==> src/hw/rtl/pbmb_pkg.sv <==
// Shared types and constants of the banked memory bus.
// Used by pbmb_decode and pla_banked_memory_bus; depends on nothing.
package pbmb_pkg;

    // Request types.
    localparam logic [2:0] REQ_READ     = 3'd0;
    localparam logic [2:0] REQ_WRITE    = 3'd1;
    localparam logic [2:0] REQ_ROM_LOAD = 3'd2;
    localparam logic [2:0] REQ_KEY_COL  = 3'd3;
    localparam logic [2:0] REQ_TICK     = 3'd4;
    localparam logic [2:0] REQ_IRQ_ACK  = 3'd5;

    // ROM load targets.
    localparam logic [2:0] ROM_BASIC     = 3'd0;
    localparam logic [2:0] ROM_KERNEL    = 3'd1;
    localparam logic [2:0] ROM_CHARSET   = 3'd2;
    localparam logic [2:0] ROM_CART_LOW  = 3'd3;
    localparam logic [2:0] ROM_CART_HIGH = 3'd4;

    // Configuration register indexes.
    localparam logic [2:0] CFG_EXROM_INACTIVE    = 3'd0;
    localparam logic [2:0] CFG_GAME_INACTIVE     = 3'd1;
    localparam logic [2:0] CFG_BASIC_PRESENT     = 3'd2;
    localparam logic [2:0] CFG_KERNEL_PRESENT    = 3'd3;
    localparam logic [2:0] CFG_CHARSET_PRESENT   = 3'd4;
    localparam logic [2:0] CFG_CART_LOW_PRESENT  = 3'd5;
    localparam logic [2:0] CFG_CART_HIGH_PRESENT = 3'd6;

    // Source of the read data.
    localparam logic [3:0] SRC_ZERO   = 4'd0;
    localparam logic [3:0] SRC_LOCAL  = 4'd1;
    localparam logic [3:0] SRC_RAM    = 4'd2;
    localparam logic [3:0] SRC_COLOR  = 4'd3;
    localparam logic [3:0] SRC_BASIC  = 4'd4;
    localparam logic [3:0] SRC_KERNEL = 4'd5;
    localparam logic [3:0] SRC_CHAR   = 4'd6;
    localparam logic [3:0] SRC_CARTL  = 4'd7;
    localparam logic [3:0] SRC_CARTH  = 4'd8;

    // Locally decoded locations in the map: constants and I/O registers.
    localparam logic [2:0] LOC_ZERO   = 3'd0;
    localparam logic [2:0] LOC_FF     = 3'd1;
    localparam logic [2:0] LOC_COLSEL = 3'd2;
    localparam logic [2:0] LOC_KEYS   = 3'd3;
    localparam logic [2:0] LOC_FLAGS  = 3'd4;
    localparam logic [2:0] LOC_PDIR   = 3'd5;
    localparam logic [2:0] LOC_PVAL   = 3'd6;

    // Keyboard port register numbers.
    localparam logic [3:0] KREG_COLSEL = 4'h0;
    localparam logic [3:0] KREG_ROWS   = 4'h1;
    localparam logic [3:0] KREG_RAM_A  = 4'h2;
    localparam logic [3:0] KREG_RAM_B  = 4'h3;
    localparam logic [3:0] KREG_FLAGS  = 4'hD;

    localparam logic [7:0] KEY_PAGE   = 8'hDC;
    localparam logic [7:0] PORT2_PAGE = 8'hDD;

    localparam logic [7:0] PORT_DIR_RST = 8'h2F;
    localparam logic [7:0] PORT_VAL_RST = 8'h37;
    localparam logic [7:0] IRQ_FLAG_SET = 8'h81;
    localparam logic [7:0] COLOR_HIGH   = 8'hF0;

    localparam int TIMER_W = 16;
    localparam logic [TIMER_W-1:0] TIMER_RELOAD = 16'd17045;

    localparam int KEY_COLS = 8;

    typedef struct packed {
        logic exrom_inactive;
        logic game_inactive;
        logic basic_present;
        logic kernel_present;
        logic charset_present;
        logic cart_low_present;
        logic cart_high_present;
    } t_cfg;

    typedef struct packed {
        logic [3:0]  rd_src;
        logic [2:0]  loc_sel;
        logic [15:0] ram_addr;
        logic        wr_ram;
        logic        wr_color;
    } t_map;

endpackage

==> src/hw/rtl/pbmb_decode.sv <==
// Address decoder of the banked memory map: banking bits and cartridge lines.
// Depends on pbmb_pkg.
module pbmb_decode (
    input  logic [15:0]     i_addr,
    input  logic [2:0]      i_bank,
    input  pbmb_pkg::t_cfg  i_cfg,
    output pbmb_pkg::t_map  o_map
);
    import pbmb_pkg::*;

    logic       lo_on;
    logic       hi_on;
    logic       ch_on;
    logic       roml;
    logic       romh;
    logic       io_on;
    logic [3:0] reg_num;

    assign lo_on   = i_bank[0];
    assign hi_on   = i_bank[1];
    assign ch_on   = i_bank[2];
    assign roml    = !i_cfg.exrom_inactive && i_cfg.cart_low_present;
    assign romh    = !i_cfg.exrom_inactive && !i_cfg.game_inactive && i_cfg.cart_high_present;
    assign io_on   = ch_on && (lo_on || hi_on);
    assign reg_num = i_addr[3:0];

    always_comb begin
        o_map          = '0;
        o_map.rd_src   = SRC_RAM;
        o_map.loc_sel  = LOC_ZERO;
        o_map.ram_addr = i_addr;
        o_map.wr_ram   = 1'b1;
        o_map.wr_color = 1'b0;
        if (i_addr[15:1] == 15'd0) begin
            o_map.rd_src  = SRC_LOCAL;
            o_map.loc_sel = i_addr[0] ? LOC_PVAL : LOC_PDIR;
        end else begin
            case (i_addr[15:13])
                3'b100: begin
                    if (roml) begin
                        o_map.rd_src = SRC_CARTL;
                        o_map.wr_ram = 1'b0;
                    end
                end
                3'b101: begin
                    if (romh) begin
                        o_map.rd_src = SRC_CARTH;
                        o_map.wr_ram = 1'b0;
                    end else if (lo_on && hi_on && i_cfg.basic_present) begin
                        o_map.rd_src = SRC_BASIC;
                    end
                end
                3'b110: begin
                    if (i_addr[12]) begin
                        if (io_on) begin
                            if (!i_addr[11]) begin
                                o_map.rd_src = SRC_RAM;
                            end else if (!i_addr[10]) begin
                                o_map.rd_src   = SRC_COLOR;
                                o_map.wr_ram   = 1'b0;
                                o_map.wr_color = 1'b1;
                            end else if (i_addr[9:8] == 2'b00) begin
                                o_map.ram_addr = {KEY_PAGE, 4'h0, reg_num};
                                if (reg_num == KREG_RAM_A || reg_num == KREG_RAM_B) begin
                                    o_map.rd_src = SRC_RAM;
                                end else begin
                                    o_map.rd_src = SRC_LOCAL;
                                    o_map.wr_ram = 1'b0;
                                    case (reg_num)
                                        KREG_COLSEL: o_map.loc_sel = LOC_COLSEL;
                                        KREG_ROWS:   o_map.loc_sel = LOC_KEYS;
                                        KREG_FLAGS:  o_map.loc_sel = LOC_FLAGS;
                                        default:     o_map.loc_sel = LOC_ZERO;
                                    endcase
                                end
                            end else if (i_addr[9:8] == 2'b01) begin
                                o_map.ram_addr = {PORT2_PAGE, 4'h0, reg_num};
                                o_map.wr_ram   = (reg_num[3:2] == 2'b00);
                                if (reg_num[3:1] == 3'b000) begin
                                    o_map.rd_src = SRC_RAM;
                                end else begin
                                    o_map.rd_src  = SRC_LOCAL;
                                    o_map.loc_sel = LOC_FF;
                                end
                            end
                        end else if (!ch_on && (lo_on || hi_on) && i_cfg.charset_present) begin
                            o_map.rd_src = SRC_CHAR;
                        end
                    end
                end
                3'b111: begin
                    if (hi_on && i_cfg.kernel_present) begin
                        o_map.rd_src = SRC_KERNEL;
                    end
                end
                default: begin
                    o_map.rd_src = SRC_RAM;
                end
            endcase
        end
    end

endmodule
==> config.mk <==
export PLATFORM = sky130hd
export DESIGN_NAME = pbmb_decode
export DESIGN_NICKNAME = d
export VERILOG_FILES = /design/src/hw/rtl/pbmb_pkg.sv /design/src/hw/rtl/pbmb_decode.sv
export SDC_FILE = /design/constraint.sdc
export NUM_CORES = 1
export LEC_CHECK = 0
export ABC_AREA = 1
export BUFFER_PORTS_ARGS = -buffer_cell sky130_fd_sc_hd__clkbuf_2
export CELL_PAD_IN_SITES_DETAIL_PLACEMENT = 1
export CELL_PAD_IN_SITES_GLOBAL_PLACEMENT = 2
export CORE_MARGIN = 2
export CORE_UTILIZATION = 16
export DETAILED_ROUTE_END_ITERATION = 8
export PLACE_DENSITY = 0.82
export SLEW_MARGIN = 20
export SYNTH_ARGS = -nofsm -noshare
export SYNTH_HDL_FRONTEND = slang
export SYNTH_SLANG_ARGS = --single-unit
==> constraint.sdc <==
create_clock -name vclk -period 0.8
set_input_delay 0.04 -clock vclk [all_inputs]
set_output_delay 0.04 -clock vclk [all_outputs]
set_load 0.05 [all_outputs]
==> metrics.log, run 1 <==
INFO  metric globalRouteMet2Util = 0.310
INFO  metric path_cells = clkbuf_8 > inv_4 > nand3_2 > nor2_4 > nand2_4 > nor2_4 > inv_2 > nand2_4 > buf_12
INFO  metric sequential_cell_area = 0 µm²
INFO  metric num_rows = 21
INFO  metric grt_pass1_vias = 1042
INFO  metric critical_path_buf_inv_count = 4
INFO  metric dpl-instance-area = 1150 µm²
INFO  metric leakage_power_total = 0.755 nW
INFO  metric worstPathRequired = 0.76 ns
INFO  metric dp_worst_setup_slack = -0.384 ns
INFO  metric finalSetupTns = -2.39 ns
INFO  metric power.ir.vdd_worst = 0.246 mV
INFO  metric grt_use_met3 = 0.00714
INFO  metric post-dp-hpwl = 2180 µm
INFO  metric rsz0062_at_grt = true
INFO  metric seq_pwr_share = 0
INFO  metric final_cells = 223
INFO  metric p_switching = 0.491 mW
INFO  metric count_of_warnings_emitted_by_yosys = 0
INFO  metric count_of_unresolved_drc_violations_after_routing = 0
INFO  metric floorplan.io_pins = 51
INFO  metric finish.net_count = 205
INFO  metric number_of_maximum_capacitance_violations = 0
INFO  metric antenna_left = 0
INFO  metric number_of_buffers_added_on_ports = 51
INFO  metric top_usage_layer = met2
INFO  metric synth-seq-area-share = 0
INFO  metric grt_total_ovfl = 0
INFO  metric drt_iter0_drc = 9
INFO  metric grt_pass1_wl = 4710 µm
INFO  metric timing.critical_path.from_type = input pin
INFO  metric max_slew.worst_pin.slew = 0.290 ns
INFO  metric number_of_clock_tree_buffers_in_the_layout = 0
INFO  metric syn-num-nets = 140
INFO  metric grt_usage = 0.143
INFO  metric placed_cells = 217
INFO  metric hold_path.class = in2out
INFO  metric drv_slew = 0
INFO  metric report.final.hold_viol_count = 0
INFO  metric final_core_util = 0.464
INFO  metric path_delay_family = simple AND/OR/NAND/NOR gates
INFO  metric sw_frac_of_total = 0.585
INFO  metric final.period_utilization = 1.30
INFO  metric routed_wl = 2890 µm
INFO  metric fillers = 417
INFO  metric antenna_cells_inserted = 0
INFO  metric synthesis.instances = 114
INFO  metric avgViaCountPerCell = 4.28
INFO  metric pin_count_of_the_biggest_net_entering_global_routing = 8
INFO  metric critical_path.max_stage_delay = 0.16 ns
INFO  metric power_per_cell_area = 542 nW/µm²
INFO  metric worst_setup_path_end_kind = output pin
INFO  metric p_int = 0.348 mW
INFO  metric nFlopsAndLatches = 0
INFO  metric fp.dieW = 63.1 µm
INFO  metric finalInstanceArea = 1550 µm²
INFO  metric signed_area_change_from_the_synthesized_netlist_to_the_final_layout = 178%
INFO  metric cp_slowest_cell = nor2_4
INFO  metric post-route-worst-setup-slack = -0.239 ns
INFO  metric combPwrFrac = 1.000
INFO  metric worst_slew_margin_rel = 0.805
INFO  metric dieHeight = 63.1 µm
INFO  metric met1_usage = 0.155
INFO  metric timing.fmax = 0.962 GHz
INFO  metric die_area = 3980 µm²
INFO  metric run_status = finished, violations left
INFO  metric drive_above_1_share = 0.768
INFO  metric routabilityCongestion = 0.743
INFO  metric synth_cell_types = 21
INFO  metric drt_pre_antenna_iters = 2
INFO  metric critPathArrivalTime = 1.00 ns
INFO  metric timing.setup.critical_path_class = in2out
INFO  metric synthesis.area = 558 µm²
INFO  metric core = 3340 µm²
INFO  metric start_util = 0.167
INFO  metric dr_total_vias = 954
INFO  metric setup_viol_count_final = 13
INFO  metric grt_antenna_before_repair = 0
INFO  metric period_minus_slack = 1.04 ns
INFO  metric violations = setup timing
INFO  metric syn_area_per_cell = 4.90 µm²
INFO  metric cp_max_fo = 4
INFO  metric avgRoutedWirePerCell = 12.9 µm
INFO  metric clkPwrFrac = 0
==> synth_stat cells (2+ instances only) <==
| cell type | number | share of area |
|---|---|---|
| nand2_1 | 27 | 0.18 |
| nor2_1 | 20 | 0.13 |
| inv_1 | 17 | 0.11 |
| nand3_1 | 13 | 0.12 |
| buf_4 | 7 | 0.094 |
| clkbuf_1 | 5 | 0.034 |
| inv_2 | 3 | 0.020 |
| nor2_2 | 3 | 0.034 |
| a21oi_1 | 2 | 0.018 |
| nand2_2 | 2 | 0.022 |
| nand3b_1 | 2 | 0.027 |
| nand4_1 | 2 | 0.022 |
| nor3_1 | 2 | 0.018 |
| o21ai_1 | 2 | 0.018 |
==> metal layers <==
metal,vias up,share of wire
met4,0,0
met1,448,0.35
met3,0,0.039
met2,32,0.61
li1,474,-
met5,-,0
==> cell usage in the layout, fill, tap and decap left out, types with 2 or more instances in the layout <==
master,netlist,layout
clkbuf_2,0,25
buf_4,7,21
nand2_2,2,12
nand2_1,27,12
nor2_4,0,11
inv_1,17,9
nor2_1,20,9
nand3_2,1,7
buf_8,0,7
inv_2,3,6
buf_6,0,6
nand2_4,0,5
nand3_1,13,5
clkbuf_8,0,5
buf_12,0,5
inv_4,0,3
nor2_2,3,3
clkbuf_16,0,3
nand3_4,0,2
nand3b_1,2,2
nand4_1,2,2
a21oi_4,0,2
nor3_4,0,2
buf_2,0,2
==> worst paths after layout <==
path      start   endpoint  slack [ns]  cells after the start
max   i_addr[9]  o_map[18]       -0.24                      9
min   i_addr[3]   o_map[5]        0.41                      2
==> area by class of cell <==
| type | instances | area, µm² | share of cell area |
|---|---|---|---|
| timing repair buffer | 75 | 717 | 0.463 |
| tap | 46 | 57.6 | 0.0372 |
| multi-input combinational | 82 | 674 | 0.435 |
| inverter | 20 | 100 | 0.0646 |
==> power by group through the flow <==
stage                     Clock (mW)  Sequential (mW)  Combinational (mW)
after global placement             0                0               0.639
after CTS                          0                0               0.762
after floorplan                    0                0               0.400
after global routing               0                0               0.889
final                              0                0               0.840
after detailed placement           0                0               0.653
==> through the flow <==
stage	hold WS [ns]	power (mW)
2_1_floorplan	0.143	0.400
3_3_place_gp	0.431	0.639
3_5_place_dp	0.431	0.653
4_1_cts	0.427	0.762
5_1_grt	0.413	0.889
6_report	0.410	0.840
==> cell families after synthesis <==
group	synth area share
buffers and inverters	0.262
AND/OR/NAND/NOR	0.677
AO/OA/AOI/OAI	0.0605
==> repair_timing <==
item	in CTS	in global routing
buffers inserted	5	1
hold buffers	0	0
setup endpoints to repair	13	13
cloned	0	0
pin swaps	19	27
gates resized for setup	43	55
Power figures use the tool's default switching activity.
==> run 2: changes to the inputs <==
==> constraint.sdc (replaced) <==
create_clock -name vclk -period 0.8
set_input_delay 0.08 -clock vclk [all_inputs]
set_output_delay 0.08 -clock vclk [all_outputs]
set_load 0.05 [all_outputs]
==> metrics.log, run 2 (synthesis gave the netlist of run 1 again) <==
INFO  metric post-route-worst-setup-slack = -0.302 ns (-0.0630 ns)
INFO  metric grt_use_met3 = 0.00893 (+0.00179)
INFO  metric report.final.hold_viol_count = 0 (unchanged)
INFO  metric finish.net_count = 207 (+0.98%)
INFO  metric number_of_maximum_capacitance_violations = 0 (unchanged)
INFO  metric timing.setup.critical_path_class = in2out
INFO  metric globalRouteMet2Util = 0.278 (-0.0319)
INFO  metric power.ir.vdd_worst = 0.283 mV (+15%)
INFO  metric routabilityCongestion = 0.701 (-5.6%)
INFO  metric hold_path.class = in2out
INFO  metric max_slew.worst_pin.slew = 0.281 ns (-0.00902 ns)
INFO  metric post-dp-hpwl = 2160 µm (-0.71%)
INFO  metric most-common-layout-cells = clkbuf_2, buf_4, nor2_4
INFO  metric dr_total_vias = 954 (unchanged)
INFO  metric p_total = 0.884 mW (+5.3%)
INFO  metric avgRoutedWirePerCell = 12.2 µm (-5.9%)
INFO  metric num_rows = 21 (unchanged)
INFO  metric cp_max_fo = 5 (+1)
INFO  metric avgViaCountPerCell = 4.24 (-0.89%)
INFO  metric worstPathRequired = 0.72 ns (-0.04 ns)
INFO  metric grt_total_ovfl = 0 (unchanged)
INFO  metric drt_iter0_drc = 8 (-1)
INFO  metric antenna_left = 0 (unchanged)
INFO  metric cts.hold.buffers_added = 0 (unchanged)
INFO  metric final_core_util = 0.503 (+0.0390)
INFO  metric antenna_cells_inserted = 0 (unchanged)
INFO  metric top_usage_layer = met2
INFO  metric violations = setup timing
INFO  metric drv_slew = 0 (unchanged)
INFO  metric mostFrequentLayoutCell = clkbuf_2
INFO  metric period_minus_slack = 1.10 ns (+0.0630 ns)
INFO  metric grt_pass1_vias = 1010 (-3.1%)
INFO  metric dieHeight = 63.1 µm (unchanged)
INFO  metric number_of_buffers_added_on_ports = 51 (unchanged)
INFO  metric floorplan.io_pins = 51 (unchanged)
INFO  metric signed_area_change_from_the_synthesized_netlist_to_the_final_layout = 201%
INFO  metric met1_usage = 0.148 (-0.00755)
INFO  metric setup_viol_count_final = 13 (unchanged)
INFO  metric nFlopsAndLatches = 0 (unchanged)
INFO  metric count_of_unresolved_drc_violations_after_routing = 0 (unchanged)
INFO  metric sequential_cell_area = 0 µm² (unchanged)
INFO  metric worst_slew_margin_rel = 0.813 (+0.00826)
INFO  metric timing.fmax = 0.907 GHz (-5.7%)
INFO  metric routed_wl = 2740 µm (-5.0%)
INFO  metric power_per_cell_area = 527 nW/µm² (-2.8%)
INFO  metric number_of_clock_tree_buffers_in_the_layout = 0 (unchanged)
INFO  metric grt_pass1_wl = 4440 µm (-5.9%)
INFO  metric pin_count_of_the_biggest_net_entering_global_routing = 9 (+1)
INFO  metric core = 3340 µm² (unchanged)
INFO  metric worst_setup_path_end_kind = output pin
INFO  metric grt_usage = 0.134 (-0.00973)
INFO  metric timing.critical_path.from_type = input pin
INFO  metric start_util = 0.167 (unchanged)
INFO  metric grt_antenna_before_repair = 0 (unchanged)
INFO  metric run_status = finished, violations left
INFO  metric leakage_power_total = 0.790 nW (+4.6%)
INFO  metric drt_pre_antenna_iters = 4 (+2)
INFO  metric dp_worst_setup_slack = -0.467 ns (-0.0832 ns)
INFO  metric rsz0062_at_grt = true
INFO  metric die_area = 3980 µm² (unchanged)
INFO  metric final.period_utilization = 1.38 (+0.0787)
INFO  metric drive_above_1_share = 0.799 (+0.0305)
INFO  metric critPathArrivalTime = 1.02 ns (+0.02 ns)
INFO  metric fp.dieW = 63.1 µm (unchanged)
## run 2: changes by cell type in the layout (fill, tap and decap cells not counted), moves of 2 or more
cell / delta
nand2_2: -2
buf_2: -2
nor2_4: +5
buf_8: +5
nand3_2: -2
nand2_4: +2
nor2_1: -6
## run 2: per-layer routing
| metal | vias up | routed length (µm) |
|---|---|---|
| met5 | - | 0 |
| met4 | 0 | 36 |
| met3 | 4 | 135 |
| met2 | 37 | 1590 |
| met1 | 434 | 982 |
| li1 | 479 | - |
## run 2: area by class of cell
class                           count  area, µm²
Multi-Input combinational cell     82        747
Fill cell                         411       1660
Timing Repair Buffer               77        774
Tap cell                           46       57.6
Inverter                           20        100
## run 2: path summary, 6_finish.rpt
| kind | from | endpoint | cells after the start |
|---|---|---|---|
| hold / removal | i_addr[2] | o_map[4] | 2 |
| setup / recovery | i_addr[13] | o_map[9] | 6 |
## run 2: repair_timing
item,in CTS,in global routing
setup buffers,4,2
pin swaps,15,16
gates resized for setup,73,31
setup endpoints to repair,13,13
## run 2: metrics by stage
stage,setup TNS [ns],area [µm²],hold WS (ns),cells
3_5_place_dp,-5.25,1200,0.516,219
6_report,-3.38,1680,0.492,225
4_1_cts,-3.47,1570,0.510,223
3_3_place_gp,-5.07,1200,0.505,219
5_1_grt,-4.05,1680,0.502,225
2_1_floorplan,-1.42,747,0.223,114
## run 2: worst max-delay path: stages
cell and delay (ns):
clkbuf_16 0.13, nand3b_4 0.20, nor4_4 0.24, buf_6 0.18
nor2_2 0.05, buf_8 0.14
## run 2: power breakdown
part           internal [mW]  switching (mW)  total, mW
combinational          0.381           0.504      0.884
sequential                 0               0          0
clock                      0               0          0
total                  0.381           0.504      0.884
